`src/hw/rtl/iiea_pkg.sv`:
```
`timescale 1ns / 1ps
// ----------------------------------------------------------------------------
// iiea_pkg
// Shared types and codes for the indexed insert/erase array.
// ----------------------------------------------------------------------------
package iiea_pkg;

  localparam int IDX_W  = 5;
  localparam int DATA_W = 32;

  localparam logic [1:0] REQ_READ   = 2'd0;
  localparam logic [1:0] REQ_WRITE  = 2'd1;
  localparam logic [1:0] REQ_INSERT = 2'd2;
  localparam logic [1:0] REQ_ERASE  = 2'd3;

  localparam logic [1:0] ST_DONE  = 2'd0;
  localparam logic [1:0] ST_RANGE = 2'd1;
  localparam logic [1:0] ST_FULL  = 2'd2;

  typedef struct packed {
    logic [1:0]               req_type;
    logic [IDX_W-1:0]         index;
    logic signed [DATA_W-1:0] write_data;
  } in_word_t;

  typedef struct packed {
    logic signed [DATA_W-1:0] read_data;
    logic [1:0]               status;
    logic [IDX_W-1:0]         count;
    logic                     is_empty;
  } out_word_t;

  // broadcast to every cell
  typedef struct packed {
    logic               ins;
    logic               ers;
    logic               wr;
    logic               cap;
    logic [IDX_W-1:0]   pos;
    logic [DATA_W-1:0]  word;
  } cell_ctl_t;

  typedef enum logic {
    S_IDLE,
    S_SHIFT
  } state_t;

endpackage

```
`src/hw/rtl/iiea_cell.sv`:
```
`timescale 1ns / 1ps
// ----------------------------------------------------------------------------
// iiea_cell
// One array position: element register plus a read tap that shifts toward
// position zero.
// ----------------------------------------------------------------------------
module iiea_cell import iiea_pkg::*; #(
  parameter int IDX = 0
) (
  input  logic              clk,
  input  cell_ctl_t         ctl,
  input  logic [DATA_W-1:0] prev_elem,
  input  logic [DATA_W-1:0] next_elem,
  input  logic [DATA_W-1:0] next_tap,
  output logic [DATA_W-1:0] elem,
  output logic [DATA_W-1:0] tap
);

  localparam bit IN_RANGE = (IDX < (2 ** IDX_W));

  logic [DATA_W-1:0] elem_r, elem_nxt;
  logic [DATA_W-1:0] tap_r, tap_nxt;
  logic              at_pos;
  logic              above;

  assign at_pos = IN_RANGE && (ctl.pos == IDX_W'(IDX));
  assign above  = !IN_RANGE || (ctl.pos < IDX_W'(IDX));

  always_comb begin
    elem_nxt = elem_r;
    if (ctl.ins) begin
      if (above) begin
        elem_nxt = prev_elem;
      end else if (at_pos) begin
        elem_nxt = ctl.word;
      end
    end else if (ctl.ers) begin
      if (above || at_pos) begin
        elem_nxt = next_elem;
      end
    end else if (ctl.wr && at_pos) begin
      elem_nxt = ctl.word;
    end
  end

  assign tap_nxt = ctl.cap ? elem_r : next_tap;

  always_ff @(posedge clk) begin
    elem_r <= elem_nxt;
    tap_r  <= tap_nxt;
  end

  assign elem = elem_r;
  assign tap  = tap_r;

endmodule

```
`src/hw/rtl/indexed_insert_erase_array.sv`:
```
`timescale 1ns / 1ps
// ----------------------------------------------------------------------------
// indexed_insert_erase_array
// Ordered list of up to CAPACITY signed words held in a row of cells, with
// read, overwrite, insert-before and erase-at requests by index.
// ----------------------------------------------------------------------------
// Overwrite, insert, erase and any request with a bad index need no shift
// phase: every cell shifts or loads in parallel and the result word is
// registered at acceptance. A good read captures all elements into a tap
// line that moves one position toward cell zero per cycle; the block stays
// busy until element k reaches cell zero and is registered. A new word is
// taken only when the result register is empty or drained in that cycle.
module indexed_insert_erase_array import iiea_pkg::*; #(
  parameter int CAPACITY = 16
) (
  input  logic      clk,
  input  logic      rst_n,
  input  logic      in_valid,
  output logic      in_ready,
  input  in_word_t  in_data,
  output logic      out_valid,
  input  logic      out_ready,
  output out_word_t out_data
);

  localparam int CW   = $clog2(CAPACITY + 1);
  localparam int CMPW = (CW > IDX_W) ? CW : IDX_W;

  state_t           state_r, state_nxt;
  logic [CW-1:0]    count_r, count_nxt;
  logic [IDX_W-1:0] cnt_r, cnt_nxt;
  logic             out_valid_r, out_valid_nxt;
  out_word_t        out_data_r, out_data_nxt;

  logic             acc;
  logic [CMPW-1:0]  pos_x, cnt_x;
  logic             good, full;
  logic             emit_rd;
  cell_ctl_t        ctl;

  logic [DATA_W-1:0] elem [CAPACITY];
  logic [DATA_W-1:0] tap  [CAPACITY];

  assign pos_x = CMPW'(in_data.index);
  assign cnt_x = CMPW'(count_r);
  assign full  = (count_r == CW'(CAPACITY));
  assign good  = (in_data.req_type == REQ_INSERT) ? (pos_x <= cnt_x) : (pos_x < cnt_x);

  assign in_ready = (state_r == S_IDLE) && (!out_valid_r || out_ready);
  assign acc      = in_valid && in_ready;
  assign emit_rd  = (state_r == S_SHIFT) && (cnt_r == '0);

  always_comb begin
    ctl.ins  = acc && good && (in_data.req_type == REQ_INSERT) && !full;
    ctl.ers  = acc && good && (in_data.req_type == REQ_ERASE);
    ctl.wr   = acc && good && (in_data.req_type == REQ_WRITE);
    ctl.cap  = acc && good && (in_data.req_type == REQ_READ);
    ctl.pos  = in_data.index;
    ctl.word = in_data.write_data;
  end

  for (genvar g = 0; g < CAPACITY; g++) begin : g_cell
    logic [DATA_W-1:0] prev_e, next_e, next_t;
    if (g == 0) begin : g_first
      assign prev_e = in_data.write_data;
    end else begin : g_mid
      assign prev_e = elem[g-1];
    end
    if (g == CAPACITY - 1) begin : g_last
      assign next_e = '0;
      assign next_t = '0;
    end else begin : g_inner
      assign next_e = elem[g+1];
      assign next_t = tap[g+1];
    end
    iiea_cell #(.IDX(g)) u_cell (
      .clk       (clk),
      .ctl       (ctl),
      .prev_elem (prev_e),
      .next_elem (next_e),
      .next_tap  (next_t),
      .elem      (elem[g]),
      .tap       (tap[g])
    );
  end

  // next state
  always_comb begin
    state_nxt = state_r;
    case (state_r)
      S_IDLE: begin
        if (ctl.cap) begin
          state_nxt = S_SHIFT;
        end
      end
      S_SHIFT: begin
        if (emit_rd) begin
          state_nxt = S_IDLE;
        end
      end
      default: state_nxt = S_IDLE;
    endcase
  end

  // datapath and outputs
  always_comb begin
    count_nxt     = count_r;
    cnt_nxt       = cnt_r;
    out_valid_nxt = out_valid_r && !out_ready;
    out_data_nxt  = out_data_r;
    case (state_r)
      S_IDLE: begin
        if (ctl.ins) begin
          count_nxt = count_r + CW'(1);
        end else if (ctl.ers) begin
          count_nxt = count_r - CW'(1);
        end
        if (ctl.cap) begin
          cnt_nxt = in_data.index;
        end else if (acc) begin
          out_valid_nxt          = 1'b1;
          out_data_nxt.read_data = good ? '0 : '1;
          out_data_nxt.status    = !good ? ST_RANGE
                                 : ((in_data.req_type == REQ_INSERT) && full) ? ST_FULL
                                 : ST_DONE;
          out_data_nxt.count     = IDX_W'(count_nxt);
          out_data_nxt.is_empty  = (count_nxt == '0);
        end
      end
      S_SHIFT: begin
        if (emit_rd) begin
          out_valid_nxt          = 1'b1;
          out_data_nxt.read_data = tap[0];
          out_data_nxt.status    = ST_DONE;
          out_data_nxt.count     = IDX_W'(count_r);
          out_data_nxt.is_empty  = (count_r == '0);
        end else begin
          cnt_nxt = cnt_r - IDX_W'(1);
        end
      end
      default: begin
        out_valid_nxt = 1'b0;
      end
    endcase
  end

  always_ff @(posedge clk) begin
    if (!rst_n) begin
      state_r     <= S_IDLE;
      count_r     <= '0;
      cnt_r       <= '0;
      out_valid_r <= 1'b0;
    end else begin
      state_r     <= state_nxt;
      count_r     <= count_nxt;
      cnt_r       <= cnt_nxt;
      out_valid_r <= out_valid_nxt;
    end
  end

  always_ff @(posedge clk) begin
    out_data_r <= out_data_nxt;
  end

  assign out_valid = out_valid_r;
  assign out_data  = out_data_r;

endmodule
```
`config.mk`:
```
export PLATFORM = sky130hd
export DESIGN_NAME = indexed_insert_erase_array
export DESIGN_NICKNAME = d
export VERILOG_FILES = /design/src/hw/rtl/iiea_pkg.sv /design/src/hw/rtl/iiea_cell.sv /design/src/hw/rtl/indexed_insert_erase_array.sv
export SDC_FILE = /design/constraint.sdc
export NUM_CORES = 2
export LEC_CHECK = 0
export ABC_AREA = 1
export BUFFER_PORTS_ARGS = -buffer_cell sky130_fd_sc_hd__buf_2
export CAP_MARGIN = 30
export CORE_UTILIZATION = 60
export CTS_CLUSTER_DIAMETER = 50
export DETAILED_ROUTE_END_ITERATION = 8
export PLACE_DENSITY = 0.77
export SLEW_MARGIN = 20
export SYNTH_ARGS = -nofsm -noshare
export SYNTH_HDL_FRONTEND = slang
export SYNTH_SLANG_ARGS = --single-unit
```
`constraint.sdc`:
```
create_clock -name clk -period 7.37 [get_ports clk]
set_clock_uncertainty 0.15 [all_clocks]
set_input_delay 1.474 -clock clk [delete_from_list [all_inputs] [get_ports clk]]
set_output_delay 1.474 -clock clk [all_outputs]
set_load 0.02 [all_outputs]
```
Word-level counts from Yosys, hierarchy flattened
Cells that the tools add are included.
Widths: inputs -> output; s select.
{ "totals": {"register_bits": 1076, "in_bits": 43, "output_inout_bits": 42, "elab_cells": 336} }
{ "op_classes": {"add_sub_neg": 3, "magnitude_cmp": 18, "n_eq_ne": 56, "muxes": 132, "bitwise_logic": 1, "reduce_logical": 86} }
{ "ops": {"columns": ["op", "count"], "rows": [
  ["$mux 32", 112],
  ["$mux 40", 3],
  ["$ne 3x1->1 const B", 32],
  ["$pmux 40 s2", 1],
  ["$reduce_and 3->1", 17],
  ["$reduce_bool 3->1", 16],
  ["$eq 5x4->1 const B", 8],
  ["$lt 5x4->1 const B", 8],
  ["$logic_and 1x1->1", 27],
  ["$mux 5", 5],
  ["$eq 5x3->1 const B", 4],
  ["$logic_not 5->1", 4],
  ["$lt 5x3->1 const B", 4],
  ["$logic_or 1x1->1", 17],
  ["$eq 5x2->1 const B", 2],
  ["$lt 5x1->1 const B", 2],
  ["$lt 5x2->1 const B", 2],
  ["$pmux 5 s2", 1],
  ["$sub 5x1->5 const B", 2],
  ["$mux 1", 6],
  ["$ne 2x2->1 const B", 3],
  ["$add 5x1->5 const B", 1],
  ["$eq 5x1->1 const B", 1],
  ["$eq 5x5->1 const B", 1],
  ["other kinds (11)", 17]
]} }

Logic depth before layout (Yosys ltp)
{ "depth": {"ltp_word": 13, "ltp_mapped": 17, "mapped_depth_nobuf": 15} }

Cells and area by module
From an unflattened synthesis, not the netlist that was laid out.
{ "unflattened": {"hier_cells": 6218, "area_unflattened_um2": 55059.1} }
{ "modules_own_cells": {"columns": ["module", "n_inst", "cells_each", "area_per_inst_um2", "seq_area_each_um2"], "rows": [
  ["iiea_cell (g_cell[12].u_cell)", 1, 425, 3552.2, 1601.5],
  ["iiea_cell (g_cell[8].u_cell)", 1, 422, 3478.3, 1601.5],
  ["iiea_cell (g_cell[2].u_cell)", 1, 424, 3422.0, 1601.5],
  ["iiea_cell (g_cell[6].u_cell)", 1, 420, 3398.3, 1601.5],
  ["iiea_cell (g_cell[4].u_cell)", 1, 423, 3394.5, 1601.5],
  ["iiea_cell (g_cell[7].u_cell)", 1, 351, 3309.4, 1601.5],
  ["iiea_cell (g_cell[15].u_cell)", 1, 355, 3298.2, 1601.5],
  ["iiea_cell (g_cell[1].u_cell)", 1, 356, 3298.2, 1601.5],
  ["iiea_cell (g_cell[9].u_cell)", 1, 355, 3285.7, 1601.5],
  ["iiea_cell (g_cell[3].u_cell)", 1, 356, 3284.4, 1601.5],
  ["iiea_cell (g_cell[14].u_cell)", 1, 354, 3246.9, 1601.5],
  ["iiea_cell (g_cell[13].u_cell)", 1, 357, 3223.1, 1601.5],
  ["iiea_cell (g_cell[5].u_cell)", 1, 355, 3215.6, 1601.5],
  ["iiea_cell (g_cell[10].u_cell)", 1, 355, 3214.3, 1601.5],
  ["+3 rows", null, null, null, null]
]} }

Worst setup path before layout
No wires, ideal clock.
{ "synth_timing": {"path_kind": "input to register", "start": "input port in_data[36] in the netlist's numbering", "end": "register g_cell[15].u_cell.elem_r[0], enable pin", "setup_time_ps": 466, "arrival_time_ps": 4997, "setup_slack_ps": 1757, "path_stages": 11, "path_cell_list": "ha_1 > nand2_1 > inv_1 > nand2_1 > nand3_1 > nand2_2 > buf_6 > nand4_1 > nand2_1 > inv_1 > o21ai_0"} }
{ "synth_via": {"elab_chain_len": 7, "word_cells_on_any_way": 16, "classes_between": "order compare: 3; eq/ne: 3; mux: 1; reduce/logical: 9"} }
{ "synth_rtl": {"columns": ["element", "line", "text"], "rows": [
  ["start: declaration", "indexed_insert_erase_array.sv:20", "input in_word_t in_data,"],
  ["$lt 5x5->1 or $le 5x5->1 (tied branches)", "indexed_insert_erase_array.sv:47", "assign good = (in_data.req_type == REQ_INSERT) ? (pos_x <= cnt_x) : (pos_x < cnt_x);"],
  ["$mux 1", "indexed_insert_erase_array.sv:47", null],
  ["$logic_and 1x1->1", "indexed_insert_erase_array.sv:54, indexed_insert_erase_array.sv:55, indexed_insert_erase_array.sv:56", null],
  ["$logic_and 1x1->1, on equally long branches", "indexed_insert_erase_array.sv:54, indexed_insert_erase_array.sv:56", null],
  ["$logic_and 1x1->1, on equally long branches", "indexed_insert_erase_array.sv:54, iiea_cell.sv:41", null],
  ["$ne 3x1->1 (no line) or $reduce_bool 3->1 (tied branches)", null, null],
  ["$reduce_and 3->1 (no line) (*)", null, null],
  ["end signal: assignment", "iiea_cell.sv:49", "elem_r <= elem_nxt;"],
  ["end: declaration", "iiea_cell.sv:21", "logic [DATA_W-1:0] elem_r, elem_nxt;"]
]} }
Mark *: on every way between the ends. The rest lies on a longest branch, timed or not.
A chain may end at the register's enable or synchronous reset.

Worst setup path after layout
{ "layout_timing": {"start": "input port in_data[36] in the netlist's numbering", "end": "register g_cell[1].u_cell.elem_r[10], enable pin"} }
{ "layout_via": {"elab_chain_len": 7, "word_cells_on_any_way": 16, "classes_between": "order compare: 3; eq/ne: 3; mux: 1; reduce/logical: 9"} }
{ "layout_rtl": {"columns": ["element", "line"], "rows": [
  ["$lt 5x5->1 or $le 5x5->1 (tied branches)", "indexed_insert_erase_array.sv:47"],
  ["$mux 1", "indexed_insert_erase_array.sv:47"],
  ["$logic_and 1x1->1", "indexed_insert_erase_array.sv:54, indexed_insert_erase_array.sv:55, indexed_insert_erase_array.sv:56"],
  ["$logic_and 1x1->1, on equally long branches", "indexed_insert_erase_array.sv:54, indexed_insert_erase_array.sv:56"],
  ["$logic_and 1x1->1, on equally long branches", "indexed_insert_erase_array.sv:54, iiea_cell.sv:41"],
  ["$ne 3x1->1 (no line) or $reduce_bool 3->1 (tied branches)", null],
  ["$reduce_and 3->1 (no line) (*)", null],
  ["end signal: assignment", "iiea_cell.sv:49"],
  ["end: declaration", "iiea_cell.sv:21"]
]} }
Marked as above.

==> summary.md <==
| Metric | Value |
|---|---|
| Core Region | 0.0758 mm² |
| Die width | around 280 µm |
| Post-Place Worst Slack | 1.83 ns |
| Placed Area | between 0.04 and 0.05 mm² |
| DRT Wirelength | 122 mm |
| IO Pins | 85 |
| Setup Fix Bufs, Post-CTS | 0 |
| Fmax achieved | between 200 and 250 MHz |
| Synthesis-to-finish area growth | 9.56% |
| Drt pass-1 iters | 6 |
| H-Tree Depth | 3 |
| P_leak | 19.7 nW |
| Mapped cell area | 0.0459 mm² |
| Placed Cells | 5673 |
| Status | finished clean |
| Syn Area/Cell | 9.26 µm² |
| Cell row count | 101 |
| CP Class | in -> reg |
| Nets | 4863 |
| Antenna violations before repair | 7 |
| CP Data Arrival Time | about 5.1 ns |
| Full die area | 0.0776 mm² |
| Syn_nets | 5007 |
| Global route total overflow | 0 |
| Peak VDD IR | 197 µV |
| Crit-path max FO | 36 |
| Via count | between 30000 and 40000 |
| Gates resized, CTS repair | 0 |
| Max-slew violation count | 0 |
| Reg clk slew, reported paths | 0.06 ns |
| Post-CTS Hold Buffers | 0 |
| Critical Path RT | around 7.5 ns |
| Max-cap violations | 0 |
| Unique masters post-synth | 39 |
| Max Root-Sink Buffers | 3 |
| Largest net degree at the start of global routing | 237 |
| Seq cells post-synth | 1076 |
| Final Power | 0.0135 W |
| Design area | 0.0503 mm² |
| Mapped Cells | approximately 5000 |
| Gpl congestion | 0.846 |
| Clk Latency, worst-skew pair | a little under 0.7 ns |
| Post-DP HPWL | 69.9 mm |
| Inserted Clock Buffers | 111 |
| Setup TNS | 0 ns |
| Vias/cell | between 6 and 7 |
| HP Class | reg -> reg |
| DRT antenna net count | 0 |
| WL per Instance | 20.7 µm |
| CTS tree | built |
| Final Setup Violations | 0 |
| Fin crit period | 4.87 ns |
| CP startpoint kind | input port |
| Tightest Pin Transition | 1.16 ns |
| CP Capture Type | flip-flop |
| Leading cell types in the layout, fill and taps excluded | nand2_1, o21ai_0, edfxtp_1, dfxtp_1, inv_1 |
| PortBufs | 84 |
| Slew Limit Headroom | 0.226 |
| Initial core utilization | 0.605 |
| Final non-filler cell total | 5895 |
| Vias in the first global route | 34100 |
| Die height | about 280 µm |
| Most common cell after layout, fill and taps aside | nand2_1 |
| Power per cell area | 269 mW/mm² |
| Filler cells | 5809 |
| Slack of the critical path | between 2 and 2.5 ns |
| DRC errors left | 0 |
| Share of cells above drive strength 1 | 0.0809 |
| 1st-iter DRT viols | 4174 |
| Final Hold Viols | 0 |
| # clock sinks | 1076 |
| GRT Total Usage | 0.311 |
| Sequential area share after synthesis | 0.590 |
| Root Driver | clkbuf_16 |
| Final worst path period share | 0.661 |
| Synth warnings | 0 |
| First-pass GRT wire length | 190 mm |
| RSZ-0062 raised after global routing | no |
kinds of logic (layout without fill, tap and decap cells):
kind of cell    after synthesis  after routing  share of synthesized area
flops                      1076           1076                      0.590
simple gates               1684           1684                      0.149
compound gates             1357           1357                      0.180
fa+ha+maj                     9              9                    0.00245
other cells                   0              7                          0
xor+xnor                      4              4                   0.000763
buf+inv                     825            780                     0.0781
area by class of cell:
type,instances,area [µm²],share of cell area
Sequential cell,1076,27100,0.538
Multi-Input combinational cell,3054,15500,0.308
Clock buffer,165,3350,0.0666
Inverter,427,1610,0.0320
Tap cell,978,1220,0.0243
Timing Repair Buffer,141,1090,0.0217
Clock inverter,47,429,0.00853
Antenna cell,7,17.5,0.000348
cell usage after synthesis, drive strengths merged:
library cell     n  area share
dfxtp          524        0.23
xnor2            1     0.00019
a32oi            1     0.00019
ha               9      0.0025
clkbuf         192       0.016
or2              1     0.00014
clkinv           1    0.000082
buf            206       0.027
o221ai         321       0.061
nand2         1539        0.13
a31oi            2     0.00027
nand4            7      0.0013
o22ai            5     0.00068
o31ai            1     0.00016
nor2            60      0.0053
edfxtp         552        0.36
inv            426       0.035
nand3           74       0.016
nor3             3     0.00033
o211ai         100       0.016
o21ai          880       0.096
a21oi           47      0.0053
xor2             3     0.00057
power by group:
group / leakage [nW] / total (W) / internal [W] / switching [W]
registers: 9.28 / 0.00675 / 0.00665 / 0.0000929
clock network: 1.86 / 0.00570 / 0.00336 / 0.00234
logic: 8.54 / 0.00109 / 0.000338 / 0.000754
worst paths after layout:
check / slack [ns] / startpoint / cells past startpoint / end
worst max register to register: 2.96 / cnt_x[2] / 12 / g_cell[1].u_cell.elem[10]
worst min-delay path: 0.26 / g_cell[12].u_cell.tap[14] / 2 / g_cell[11].u_cell.tap[14]
worst max-delay path: 2.50 / in_data[36] / 12 / g_cell[1].u_cell.elem[10]
worst min register to register: 0.26 / g_cell[12].u_cell.tap[14] / 2 / g_cell[11].u_cell.tap[14]
flip-flops by register name, indices dropped and copies added (netlist names):
signal,cells
cnt_r,5
cnt_x,5
g_cell.u_cell.elem,512
g_cell.u_cell.tap,512
out_data,40
out_valid,1
state_r,1
routing by layer:
| metal | track usage | share of wire | vias up |
|---|---|---|---|
| met4 | 0.110 | 0.029 | 2 |
| met1 | 0.422 | 0.40 | 17200 |
| li1 | - | - | 16700 |
| met3 | 0.0485 | 0.10 | 266 |
| met2 | 0.507 | 0.47 | 1819 |
| met5 | 0 | 0.00016 | - |
critical path, stage by stage:
cell and delay [ns]:
buf_2 0.24, ha_1 0.30, nand2_1 0.11, inv_1 0.05
nand2_1 0.06, nand3_1 0.10, nand2_2 0.29, nand3_4 0.52
nand2_1 0.36, nand2_1 0.28, o22ai_4 0.78, buf_4 0.45
through the flow:
step                      utilization  hold WS (ns)
after floorplan                     -         0.253
after global placement          0.611         0.254
after detailed placement        0.612         0.257
after CTS                       0.662         0.259
after global routing            0.663         0.282
final                           0.663         0.263
Note: power is estimated with default switching activity, not from simulation.
